==> config.mk <==
export PLATFORM = sky130hd
export DESIGN_NAME = texture_slot_batcher_top
export DESIGN_NICKNAME = d
export VERILOG_FILES = /design/src/rtl/tsb_pkg.sv /design/src/rtl/tsb_front.sv /design/src/rtl/tsb_resolve.sv /design/src/rtl/tsb_emit.sv /design/src/rtl/texture_slot_batcher_top.sv
export SDC_FILE = /design/constraint.sdc
export NUM_CORES = 2
export LEC_CHECK = 0
export BUFFER_PORTS_ARGS = -buffer_cell sky130_fd_sc_hd__clkbuf_2
export CORE_UTILIZATION = 29
export DETAILED_ROUTE_END_ITERATION = 12
export HOLD_SLACK_MARGIN = 0.05
export SLEW_MARGIN = 20
export SYNTH_ARGS = -nofsm -noshare
export SYNTH_HDL_FRONTEND = slang
export SYNTH_SLANG_ARGS = --single-unit
==> constraint.sdc <==
create_clock -name i_clk -period 12.9 [get_ports i_clk]
set_clock_uncertainty 0.2 [all_clocks]
set_input_delay 1.29 -clock i_clk [delete_from_list [all_inputs] [get_ports i_clk]]
set_output_delay 1.29 -clock i_clk [all_outputs]
set_load 0.02 [all_outputs]
==> src/rtl/tsb_pkg.sv <==
// Shared types and constants for the texture slot batcher.
// Used by every module of the block; no dependencies.
package tsb_pkg;

    localparam int SLOT_COUNT = 32;
    localparam int SLOT_IW    = (SLOT_COUNT > 1) ? $clog2(SLOT_COUNT) : 1;
    localparam int USED_W     = $clog2(SLOT_COUNT + 1);
    localparam int ACT_W      = 6;
    localparam int CMP_W      = (USED_W > ACT_W) ? USED_W : ACT_W;

    localparam int TEX_W      = 32;
    localparam int SLOTF_W    = 7;
    localparam int DRAW_W     = 16;
    localparam int INDEX_W    = 24;
    localparam int VIDX_W     = 5;
    localparam int CORNER_W   = 2;

    localparam int Q_DEPTH    = 4;
    localparam int Q_AW       = $clog2(Q_DEPTH);
    localparam int Q_CW       = $clog2(Q_DEPTH + 1);

    localparam logic [ACT_W-1:0]    ACTIVE_RESET     = 6'd16;
    localparam logic [DRAW_W-1:0]   DRAW_RESET       = 16'd1;
    localparam logic [DRAW_W-1:0]   DRAW_MAX         = 16'hFFFF;
    localparam logic [INDEX_W-1:0]  INDEX_MAX        = 24'hFFFFFF;
    localparam logic [INDEX_W-1:0]  INDICES_PER_FACE = 24'd6;
    localparam logic [CORNER_W-1:0] CORNER_LAST      = 2'd3;

    typedef enum logic [0:0] {
        KIND_START = 1'b0,
        KIND_FACE  = 1'b1
    } t_kind;

    typedef struct packed {
        logic [0:0]       cmd;
        logic [TEX_W-1:0] texture_id;
        logic [4:0]       pos_x;
        logic [6:0]       pos_y;
        logic [4:0]       pos_z;
        logic [1:0]       rotation;
        logic [2:0]       face_index;
    } t_item;

    typedef struct packed {
        logic [30:0]        vertex_word;
        logic [DRAW_W-1:0]  draw_call;
        logic [INDEX_W-1:0] index_total;
        logic [0:0]         new_batch;
        logic [0:0]         texture_added;
        logic [0:0]         last;
    } t_result;

    typedef struct packed {
        t_kind            kind;
        logic [TEX_W-1:0] texture_id;
        logic [4:0]       pos_x;
        logic [6:0]       pos_y;
        logic [4:0]       pos_z;
        logic [1:0]       rotation;
        logic [2:0]       face_index;
    } t_entry;

    typedef struct packed {
        logic   valid;
        t_entry entry;
    } t_q_head;

    typedef struct packed {
        logic [4:0]         pos_x;
        logic [6:0]         pos_y;
        logic [4:0]         pos_z;
        logic [1:0]         rotation;
        logic [2:0]         face_index;
        logic [SLOTF_W-1:0] slot;
        logic [DRAW_W-1:0]  draw_call;
        logic [INDEX_W-1:0] index_total;
        logic               new_batch;
        logic               texture_added;
    } t_emit_cmd;

endpackage

==> src/rtl/tsb_front.sv <==
// Front end: takes command transactions, classifies them and queues them.
// Depends on tsb_pkg.
module tsb_front (
    input  logic            i_clk,
    input  logic            i_rst_n,
    input  logic            start,
    output logic            busy,
    input  tsb_pkg::t_item  i_item,
    output tsb_pkg::t_q_head o_head,
    input  logic            i_pop
);

    tsb_pkg::t_entry                 r_mem [tsb_pkg::Q_DEPTH];
    logic [tsb_pkg::Q_AW-1:0]        r_wr, n_wr;
    logic [tsb_pkg::Q_AW-1:0]        r_rd, n_rd;
    logic [tsb_pkg::Q_CW-1:0]        r_cnt, n_cnt;
    logic                            push;
    logic                            pop;
    tsb_pkg::t_entry                 entry;

    assign busy = (r_cnt == tsb_pkg::Q_CW'(tsb_pkg::Q_DEPTH));
    assign push = start && !busy;
    assign pop  = i_pop && (r_cnt != '0);

    always_comb begin
        entry.kind       = i_item.cmd[0] ? tsb_pkg::KIND_FACE : tsb_pkg::KIND_START;
        entry.texture_id = i_item.texture_id;
        entry.pos_x      = i_item.pos_x;
        entry.pos_y      = i_item.pos_y;
        entry.pos_z      = i_item.pos_z;
        entry.rotation   = i_item.rotation;
        entry.face_index = i_item.face_index;
    end

    always_comb begin
        n_wr  = push ? r_wr + 1'b1 : r_wr;
        n_rd  = pop ? r_rd + 1'b1 : r_rd;
        n_cnt = r_cnt;
        if (push && !pop) begin
            n_cnt = r_cnt + 1'b1;
        end else if (pop && !push) begin
            n_cnt = r_cnt - 1'b1;
        end
    end

    always_ff @(posedge i_clk) begin
        if (push) begin
            r_mem[r_wr] <= entry;
        end
    end

    always_ff @(posedge i_clk) begin
        if (!i_rst_n) begin
            r_wr  <= '0;
            r_rd  <= '0;
            r_cnt <= '0;
        end else begin
            r_wr  <= n_wr;
            r_rd  <= n_rd;
            r_cnt <= n_cnt;
        end
    end

    assign o_head.valid = (r_cnt != '0);
    assign o_head.entry = r_mem[r_rd];

endmodule

==> src/rtl/tsb_resolve.sv <==
// Back end: slot table lookup, batch bookkeeping and the slot-count register.
// Depends on tsb_pkg; feeds tsb_emit.
module tsb_resolve (
    input  logic                         i_clk,
    input  logic                         i_rst_n,
    input  logic                         i_cfg_valid,
    output logic                         o_cfg_ready,
    input  logic [tsb_pkg::ACT_W-1:0]    i_cfg_data,
    input  tsb_pkg::t_q_head             i_head,
    output logic                         o_pop,
    input  logic                         i_emit_free,
    output logic                         o_emit_load,
    output tsb_pkg::t_emit_cmd           o_emit_cmd
);

    logic [tsb_pkg::TEX_W-1:0]      r_table [tsb_pkg::SLOT_COUNT];
    logic [tsb_pkg::ACT_W-1:0]      r_active;
    logic [tsb_pkg::USED_W-1:0]     r_used, n_used;
    logic [tsb_pkg::DRAW_W-1:0]     r_draw, n_draw;
    logic [tsb_pkg::INDEX_W-1:0]    r_index, n_index;
    logic                           r_m_valid;
    tsb_pkg::t_entry                r_m_entry;
    logic [tsb_pkg::SLOT_COUNT-1:0] r_m_match, n_match;

    logic                           resolve;
    logic                           found;
    logic [tsb_pkg::SLOT_IW-1:0]    enc;
    logic [tsb_pkg::CMP_W-1:0]      act_ext, used_ext, usable;
    logic                           full;
    logic                           opened;
    logic [tsb_pkg::USED_W-1:0]     used_eff;
    logic [tsb_pkg::INDEX_W-1:0]    index_base;
    logic [tsb_pkg::SLOT_IW-1:0]    slot;
    logic                           wr_en;

    assign o_cfg_ready = 1'b1;
    assign o_pop       = !r_m_valid;
    assign resolve     = r_m_valid &&
                         (r_m_entry.kind == tsb_pkg::KIND_START || i_emit_free);

    always_comb begin
        for (int i = 0; i < tsb_pkg::SLOT_COUNT; i++) begin
            n_match[i] = (r_table[i] == i_head.entry.texture_id) &&
                         (tsb_pkg::USED_W'(i) < r_used);
        end
    end

    always_comb begin
        enc = '0;
        for (int i = tsb_pkg::SLOT_COUNT - 1; i >= 0; i--) begin
            if (r_m_match[i]) begin
                enc = tsb_pkg::SLOT_IW'(i);
            end
        end
    end

    always_comb begin
        found    = |r_m_match;
        act_ext  = tsb_pkg::CMP_W'(r_active);
        used_ext = tsb_pkg::CMP_W'(r_used);
        if (act_ext == '0) begin
            usable = tsb_pkg::CMP_W'(1);
        end else if (act_ext > tsb_pkg::CMP_W'(tsb_pkg::SLOT_COUNT)) begin
            usable = tsb_pkg::CMP_W'(tsb_pkg::SLOT_COUNT);
        end else begin
            usable = act_ext;
        end
        full   = (used_ext >= usable);
        opened = !found && full;

        used_eff   = opened ? '0 : r_used;
        index_base = opened ? '0 : r_index;
        slot       = found ? enc : used_eff[tsb_pkg::SLOT_IW-1:0];
        wr_en      = resolve && (r_m_entry.kind == tsb_pkg::KIND_FACE) && !found &&
                     (used_eff < tsb_pkg::USED_W'(tsb_pkg::SLOT_COUNT));

        n_used  = r_used;
        n_draw  = r_draw;
        n_index = r_index;
        if (resolve) begin
            if (r_m_entry.kind == tsb_pkg::KIND_START) begin
                n_used  = '0;
                n_draw  = tsb_pkg::DRAW_RESET;
                n_index = '0;
            end else begin
                n_used = wr_en ? used_eff + 1'b1 : used_eff;
                if (opened && r_draw != tsb_pkg::DRAW_MAX) begin
                    n_draw = r_draw + 1'b1;
                end
                if (index_base > tsb_pkg::INDEX_MAX - tsb_pkg::INDICES_PER_FACE) begin
                    n_index = tsb_pkg::INDEX_MAX;
                end else begin
                    n_index = index_base + tsb_pkg::INDICES_PER_FACE;
                end
            end
        end
    end

    always_comb begin
        o_emit_load              = resolve && (r_m_entry.kind == tsb_pkg::KIND_FACE);
        o_emit_cmd.pos_x         = r_m_entry.pos_x;
        o_emit_cmd.pos_y         = r_m_entry.pos_y;
        o_emit_cmd.pos_z         = r_m_entry.pos_z;
        o_emit_cmd.rotation      = r_m_entry.rotation;
        o_emit_cmd.face_index    = r_m_entry.face_index;
        o_emit_cmd.slot          = tsb_pkg::SLOTF_W'(slot);
        o_emit_cmd.draw_call     = n_draw - 1'b1;
        o_emit_cmd.index_total   = n_index;
        o_emit_cmd.new_batch     = opened;
        o_emit_cmd.texture_added = !found;
    end

    always_ff @(posedge i_clk) begin
        if (wr_en) begin
            r_table[used_eff[tsb_pkg::SLOT_IW-1:0]] <= r_m_entry.texture_id;
        end
        if (!r_m_valid) begin
            r_m_entry <= i_head.entry;
            r_m_match <= n_match;
        end
    end

    always_ff @(posedge i_clk) begin
        if (!i_rst_n) begin
            r_active  <= tsb_pkg::ACTIVE_RESET;
            r_used    <= '0;
            r_draw    <= tsb_pkg::DRAW_RESET;
            r_index   <= '0;
            r_m_valid <= 1'b0;
        end else begin
            if (i_cfg_valid) begin
                r_active <= i_cfg_data;
            end
            r_used  <= n_used;
            r_draw  <= n_draw;
            r_index <= n_index;
            if (!r_m_valid) begin
                r_m_valid <= i_head.valid;
            end else if (resolve) begin
                r_m_valid <= 1'b0;
            end
        end
    end

endmodule

==> src/rtl/tsb_emit.sv <==
// Corner sequencer: expands one resolved face into four vertex transactions.
// Depends on tsb_pkg; driven by tsb_resolve.
module tsb_emit (
    input  logic               i_clk,
    input  logic               i_rst_n,
    input  logic               i_load,
    input  tsb_pkg::t_emit_cmd i_cmd,
    output logic               o_free,
    output logic               o_strobe,
    output tsb_pkg::t_result   o_result
);

    tsb_pkg::t_emit_cmd              r_cmd;
    logic                            r_busy;
    logic [tsb_pkg::CORNER_W-1:0]    r_corner;
    logic [tsb_pkg::VIDX_W-1:0]      vidx;

    assign o_free = !r_busy || (r_corner == tsb_pkg::CORNER_LAST);

    always_ff @(posedge i_clk) begin
        if (i_load) begin
            r_cmd <= i_cmd;
        end
    end

    always_ff @(posedge i_clk) begin
        if (!i_rst_n) begin
            r_busy   <= 1'b0;
            r_corner <= '0;
        end else if (i_load) begin
            r_busy   <= 1'b1;
            r_corner <= '0;
        end else if (r_busy) begin
            if (r_corner == tsb_pkg::CORNER_LAST) begin
                r_busy <= 1'b0;
            end
            r_corner <= r_corner + 1'b1;
        end
    end

    assign vidx = {r_cmd.face_index, r_corner};

    always_comb begin
        o_strobe               = r_busy;
        o_result.vertex_word   = {r_cmd.slot, vidx, r_cmd.rotation,
                                  r_cmd.pos_z, r_cmd.pos_y, r_cmd.pos_x};
        o_result.draw_call     = r_cmd.draw_call;
        o_result.index_total   = r_cmd.index_total;
        o_result.new_batch     = r_cmd.new_batch;
        o_result.texture_added = r_cmd.texture_added;
        o_result.last          = (r_corner == tsb_pkg::CORNER_LAST);
    end

endmodule

==> src/rtl/texture_slot_batcher_top.sv <==
// A face accepted into the queue passes the resolve register and then the emit command
// register before its vertex strobes; a start command resolves without waiting for the emitter.
// Throughput is set by the four-corner emit sequencer, which takes a new face in its last corner.
// A four-entry queue sits between front and back; busy is high while it is full.
// Synchronous active-low reset empties the queue, resets the batch and sets 16 slots.
// Top level: ties tsb_front, tsb_resolve and tsb_emit together; uses tsb_pkg.
module texture_slot_batcher_top (
    input  logic                      i_clk,
    input  logic                      i_rst_n,
    input  logic                      start,
    output logic                      busy,
    input  tsb_pkg::t_item            i_item,
    output logic                      o_strobe,
    output tsb_pkg::t_result          o_result,
    input  logic                      i_cfg_valid,
    output logic                      o_cfg_ready,
    input  logic [tsb_pkg::ACT_W-1:0] i_cfg_data
);

    tsb_pkg::t_q_head   head;
    logic               pop;
    logic               emit_free;
    logic               emit_load;
    tsb_pkg::t_emit_cmd emit_cmd;

    tsb_front u_front (
        .i_clk   (i_clk),
        .i_rst_n (i_rst_n),
        .start   (start),
        .busy    (busy),
        .i_item  (i_item),
        .o_head  (head),
        .i_pop   (pop)
    );

    tsb_resolve u_resolve (
        .i_clk       (i_clk),
        .i_rst_n     (i_rst_n),
        .i_cfg_valid (i_cfg_valid),
        .o_cfg_ready (o_cfg_ready),
        .i_cfg_data  (i_cfg_data),
        .i_head      (head),
        .o_pop       (pop),
        .i_emit_free (emit_free),
        .o_emit_load (emit_load),
        .o_emit_cmd  (emit_cmd)
    );

    tsb_emit u_emit (
        .i_clk    (i_clk),
        .i_rst_n  (i_rst_n),
        .i_load   (emit_load),
        .i_cmd    (emit_cmd),
        .o_free   (emit_free),
        .o_strobe (o_strobe),
        .o_result (o_result)
    );

endmodule
### Word-level counts from Yosys, hierarchy flattened

Memory sizes are Yosys's and may differ from the RTL's. A register that Yosys moved wholly into a read port is not among the register bits.
Index checks and enable logic that the tools add are counted.

* flip-flop bits (word level): 219
* memory bits (writable): 1244
* input bits: 65
* memories: 2
* word-level logic and storage cells: 226
* output and inout port bits: 77

* reduce and logical (&&, ||, !) cells: 55
* eq/ne operators: 35
* order comparisons: 36
* mux-type cells: 59
* bitwise gates (word level): 2
* $add $sub $neg: 9

Memories
* u_resolve.r_table: depth 32, bits a word 32, rd ports 32, clocked after Yosys merged registers in 0, write ports 1, line tsb_resolve.sv:16 `logic [tsb_pkg::TEX_W-1:0] r_table [tsb_pkg::SLOT_COUNT];`
* u_front.r_mem: depth 4, bits a word 55, rd ports 1, clocked after Yosys merged registers in 1, write ports 1, line tsb_front.sv:13 `tsb_pkg::t_entry r_mem [tsb_pkg::Q_DEPTH];`

Operators with widths (number)
* 32-bit equality test: 32
* 5-bit two-way mux: 33
* 5-bit by 6-bit less-than comparator with 1-bit output, first input constant: 16
* 24-bit two-way mux: 4
* 4-bit by 6-bit less-than comparator with 1-bit output, first input constant: 8
* 16-bit two-way mux: 3
* 1-bit logical AND: 42
* 32-bit OR reduction: 1
* 6-bit two-way mux: 5
* 24-bit by 3-bit adder with 24-bit output, second input constant: 1
* 24-bit > comparator, second input constant: 1
* 3-bit by 6-bit less-than comparator with 1-bit output, first input constant: 4
* 16-bit by 1-bit adder with 16-bit output, second input constant: 1
* 16-bit != test, second input constant: 1
* 16-bit by 1-bit subtractor with 16-bit output, second input constant: 1
* 1-bit by 6-bit less-than comparator with 1-bit output, first input constant: 2
* 2-bit by 6-bit less-than comparator with 1-bit output, first input constant: 2
* 1-bit two-way mux: 10
* 2-bit by 1-bit adder with 2-bit output, second input constant: 3
* 6-bit by 1-bit adder with 6-bit output, second input constant: 1
* 6-bit >= comparator: 1
* 6-bit > comparator, second input constant: 1
* 1-bit logical NOT: 6
* 6-bit logical NOT: 1
* other kinds (12): 16

### Depth between registers and ports, before layout

* depth in word-level cells: 33
* mapped depth: 22
* depth with buffers taken out: 19

### Modules after synthesis

From an unflattened synthesis, not the netlist that was laid out.

* cell total of the unflattened synthesis: 3715
* area total of the unflattened synthesis: 60543.1 µm²

Modules (own cells, without submodules)
* tsb_resolve: sequential area each 34423.0 µm², instances 1, area each 49817.8 µm², cells each 3297
* tsb_front: sequential area each 6786.5 µm², instances 1, area each 8470.6 µm², cells each 335
* tsb_emit: sequential area each 2192.1 µm², instances 1, area each 2254.7 µm², cells each 83

### Worst setup path after synthesis

No wires, ideal clock.

* path kind: register to register
* start: register u_resolve.r_active (netlist bit u_resolve.act_ext[1])
* end: memory u_resolve.r_table[31][0] (netlist bit) (enable)
* data required time: 12279 ps
* buffers on the path: 3
* setup time: 421 ps
* cell stages (with the launch flop): 17
* slack: 7843 ps
* clock period less this slack: 5057 ps
* arrival: 4436 ps
* cells stage by stage: dfxtp_1 -> nor4_1 -> nor2_1 -> nor2_1 -> ha_1 -> nor2b_1 -> o21ai_0 -> a221o_1 -> buf_2 -> nand2_1 -> clkbuf_1 -> clkbuf_1 -> nand2_1 -> inv_1 -> ha_1 -> nand2_1 -> nor2_1

* cells in the longest elaborated chain, start to end: 10
* elaborated cells between the ends (all ways): 11
* classes of those cells: 3 x order compare; 5 x mux; 3 x reduce/logical

Ends and longest elaborated chain
* from (decl): line tsb_resolve.sv:17 `logic [tsb_pkg::ACT_W-1:0] r_active;`
* from (signal assigned): line tsb_resolve.sv:125 `r_active <= tsb_pkg::ACTIVE_RESET;`
* from (signal assigned): line tsb_resolve.sv:132 `r_active <= i_cfg_data;`
* 6-bit > comparator: line tsb_resolve.sv:63 `end else if (act_ext > tsb_pkg::CMP_W'(tsb_pkg::SLOT_COUNT)) begin`
* 6-bit two-way mux: line tsb_resolve.sv:63
* 6-bit two-way mux *: line tsb_resolve.sv:61 `if (act_ext == '0) begin`
* 6-bit >= comparator *: line tsb_resolve.sv:68 `full = (used_ext >= usable);`
* 1-bit logical AND *: line tsb_resolve.sv:69 `opened = !found && full;`
* 6-bit two-way mux *: line tsb_resolve.sv:71 `used_eff = opened ? '0 : r_used;`
* 6-bit less-than comparator: line tsb_resolve.sv:75 `(used_eff < tsb_pkg::USED_W'(tsb_pkg::SLOT_COUNT));`
* 1-bit logical AND: line tsb_resolve.sv:74 `wr_en = resolve && (r_m_entry.kind == tsb_pkg::KIND_FACE) && !found &&`
* 1-bit two-way mux: line tsb_resolve.sv:114 `if (wr_en) begin`
* 1-bit two-way mux (implied by the code): line tsb_resolve.sv:115 `r_table[used_eff[tsb_pkg::SLOT_IW-1:0]] <= r_m_entry.texture_id;`
* to (decl): line tsb_resolve.sv:16

Every way passes the cells marked *; elsewhere a longest branch is shown, timed or not.

### Worst setup path in the final report

* start: register u_resolve.r_used[2] (netlist bit)
* end: memory u_resolve.r_table[12][10] (netlist bit) (enable)

* cells in the longest elaborated chain, start to end: 7

Ends and longest elaborated chain
* from (decl): line tsb_resolve.sv:18 `logic [tsb_pkg::USED_W-1:0] r_used, n_used;`
* from (signal assigned): line tsb_resolve.sv:134 `r_used <= n_used;`
* 6-bit >= comparator: line tsb_resolve.sv:68
* 1-bit logical AND: line tsb_resolve.sv:69
* 6-bit two-way mux *: line tsb_resolve.sv:71
* 6-bit less-than comparator: line tsb_resolve.sv:75
* 1-bit logical AND: line tsb_resolve.sv:74
* 1-bit two-way mux: line tsb_resolve.sv:114
* 1-bit two-way mux (implied by the code): line tsb_resolve.sv:115

Marked as above.

==> impl_metrics.ini <==
[floorplan]
fp.dieH_microns = 457
dieArea_sq_um = 209000
initial_core_util_pct = 29.3
std_cell_rows = 166
coreArea_sq_um = 205000
ioPinCount = 142
chipWidth_microns = 457

[sta]
tightest_slew_ns = 1.16
rsz0062_at_grt = no
fmaxAchievable_mhz = 182
slew_headroom_pct = 22.5
tns_ns = 0
slew_viol_final = 0
final-setup-viol-count = 0
hold_viol_final = 0
timing.final.crit_share_pct = 42.6
layout_min_cycle_time_ns = 5.50
layout_setup_ws_ns = 7.40

[route]
firstDrtPassIters = 7
drtIter0Drc = 4479
vias = 34200
wl_per_cell_microns = 27.7
drt_wl_total_microns = 187000
drc = 0
vias_per_cell = 5.07
antenna_left = 0

[clocking]
cts_buffer_depth = 3
cts.clk_slew.worst_paths_ns = 0.06
cts_root_buffer = clkbuf_16
cts_resized = 0
htree_num_levels = 4
cts_tree = built
cts_hold_buf = 0
cts_buffers = 153
clk_latency_ns = 0.81
cts_sinks = 1465
cts_post_setup_buffers_inserted = 0

[logic_synthesis]
syn_inst = 3694
synthArstFlopShare_pct = 0
synth_edf_count = 1400
yosysWarnings = 0
netlist_area_sq_um = 60100
synth_seq_cells = 1465
synthFlopType = edfxtp_1
ys_seq_area_share_pct = 72.1
yosysUniqueCellTypes = 80
avgSynthCellArea_sq_um = 16.3

[grt]
grt_overflow = 0
antenna_found_initial = 13
grt_max_degree = 71
grt_pass1_wl_microns = 259000
first_global_vias = 33000
gr-usage-all-layers_pct = 17.5

[min_path]
hold_path.startpoint = u_resolve.o_emit_cmd[66]
hold-path-endpoint = u_emit.o_result[43]
hold_depth = 0
hold_class = reg -> reg

[setup_path]
reg2reg_slack_ns = 7.40
worstRegToRegCells = 10
arrival_ns = 5.77
path_class = reg -> reg
slowest_stage = dfxtp_1
critPathMaxStageDelay_ns = 1.04
path_buf_inv = 3
crit_path_frequent_cell = buf_4
cp-end-kind = flip-flop
worst_ep_required_time_ns = 13.17
critPathMaxFanout = 27
regToRegEndpoint = u_resolve.r_table[12][10]
cp_cell_sequence = ha_1, a21oi_1, o21ai_0, a221o_1, nand2_1, buf_4, inv_1, or3_1, nor2_2, buf_4
crit_family = simple AND/OR/NAND/NOR gates
r2r-start = u_resolve.r_used[2]
start_kind = flip-flop

[layout]
drive_above_1_share_pct = 14.7
areaGrowthSynthToFinish_pct = 15.4
nets = 4026

[placement]
dpl.hpwl_microns = 101000
globalplace.congestion = 0.835
dp_slack_ns = 7.53
port_buffers = 138

[outcome]
status = finished, final reports clean

[power_and_ir_drop]
power.leakage_nw = 21.7
p_per_area_nw_per_um2 = 221
ir_drop_mv = 0.183

[run]
max_cap_violations = 0
==> state kept, by name, indices dropped and copies added (netlist names), 6 cells and up, named ones only <==
| name | flops |
|---|---|
| u_resolve.r_used | 6 |
| u_resolve.r_index | 24 |
| u_resolve.r_m_match | 32 |
| u_emit.o_result | 69 |
| u_front.r_mem | 220 |
| u_resolve.act_ext | 6 |
| u_resolve.o_emit_cmd | 22 |
| u_resolve.r_draw | 16 |
| u_resolve.r_table | 1024 |
| u_resolve.r_m_entry | 33 |
==> power breakdown <==
part           leakage, nW  switching [mW]  internal [mW]
combinational         6.08            3.47           1.19
sequential            13.3           0.311           6.08
clock                 2.33            1.87           2.42
total                 21.7            5.66           9.69
==> cell type report <==
class / count / area (sq um)
multi-input cells: 2015 / 16000
flip-flops and latches: 1465 / 43300
repair buffers: 273 / 1720
diodes: 6 / 15.0
clock inverters: 84 / 773
clock buffers: 185 / 4010
fillers: 19500 / 136000
inverters: 33 / 140
well taps: 2688 / 3360
==> synthesized netlist by cell type, types with 5 or more instances <==
library cell / n / share of area, %
edfxtp_1: 1400 / 70
xnor2_1: 638 / 9.3
xor2_1: 409 / 6.0
nand4_1: 189 / 2.0
nor4_1: 146 / 1.5
clkbuf_1: 133 / 0.83
nor2_1: 113 / 0.71
nand2_1: 82 / 0.51
dfxtp_1: 65 / 2.2
mux4_2: 55 / 2.1
o21ai_0: 54 / 0.45
nor3_1: 38 / 0.32
a21oi_1: 37 / 0.31
inv_1: 30 / 0.19
nand3_1: 30 / 0.25
and2_1: 29 / 0.30
buf_2: 26 / 0.22
a31oi_1: 20 / 0.21
buf_1: 19 / 0.12
ha_1: 19 / 0.40
and3_1: 17 / 0.18
a211oi_1: 11 / 0.14
mux2i_1: 11 / 0.18
nor3b_1: 9 / 0.11
or3_1: 8 / 0.083
nand2b_1: 7 / 0.073
nor2b_1: 7 / 0.073
a21o_1: 5 / 0.062
a22o_1: 5 / 0.073
or4_1: 5 / 0.062
==> routing by layer <==
metal | GRT usage [%] | up-vias | wire length [microns]
met2 | 29.2 | 1752 | 90500
li1 | - | 14300 | -
met4 | 5.43 | 6 | 5520
met3 | 2.83 | 345 | 15600
met1 | 23.1 | 17800 | 75200
met5 | 0 | - | 41
==> cells by family (layout without fill, tap and decap cells) <==
kind of cell,count (synthesis),count (layout),synth area share [%]
flops,1465,1465,72.1
mux,67,67,2.26
xor+xnor,1047,1047,15.3
other cells,2,9,0.0125
fa+ha+maj,20,20,0.429
simple gates,702,702,6.56
compound gates,176,176,1.96
buf+inv,215,575,1.45
==> cells in the final DEF (no fill, tap or decap), types with 38 or more instances in the layout <==
master,instances
nand2_1,81
o21ai_0,54
nand4_1,189
clkbuf_2,138
nor4_1,146
nor2_1,81
xnor2_1,638
dfxtp_1,62
nor3_1,38
edfxtp_1,1400
buf_4,133
clkbuf_16,156
mux4_2,43
xor2_1,409
==> worst max-delay path by stage <==
stage	cells past startpoint	slack, ns	from	to
detailed placement	16	7.53	u_resolve.r_used[2]	u_emit.o_result[24]
global placement	16	7.46	u_resolve.r_used[1]	u_emit.o_result[24]
finish	10	7.40	u_resolve.r_used[2]	u_resolve.r_table[12][10]
CTS	16	7.50	u_resolve.r_used[2]	u_emit.o_result[24]
global route	16	7.15	u_resolve.r_used[2]	u_emit.o_result[24]
floorplan	16	7.84	u_resolve.act_ext[1]	u_resolve.r_table[31][0]
==> stage by stage <==
stage / instances / instance area, sq um / util (%) / hold slack, ns / power [mW]
3_5_place_dp: 6473 / 64600 / 31.4 / 0.205 / 11.1
5_1_grt: 6744 / 69400 / 33.8 / 0.225 / 15.7
6_report: 6749 / 69400 / 33.8 / 0.218 / 15.3
4_1_cts: 6742 / 69400 / 33.8 / 0.218 / 15.3
2_1_floorplan: 3695 / 60100 / - / 0.200 / 8.70
3_3_place_gp: 6472 / 64600 / 31.4 / 0.201 / 11.1
(Power assumes the default switching activity.)
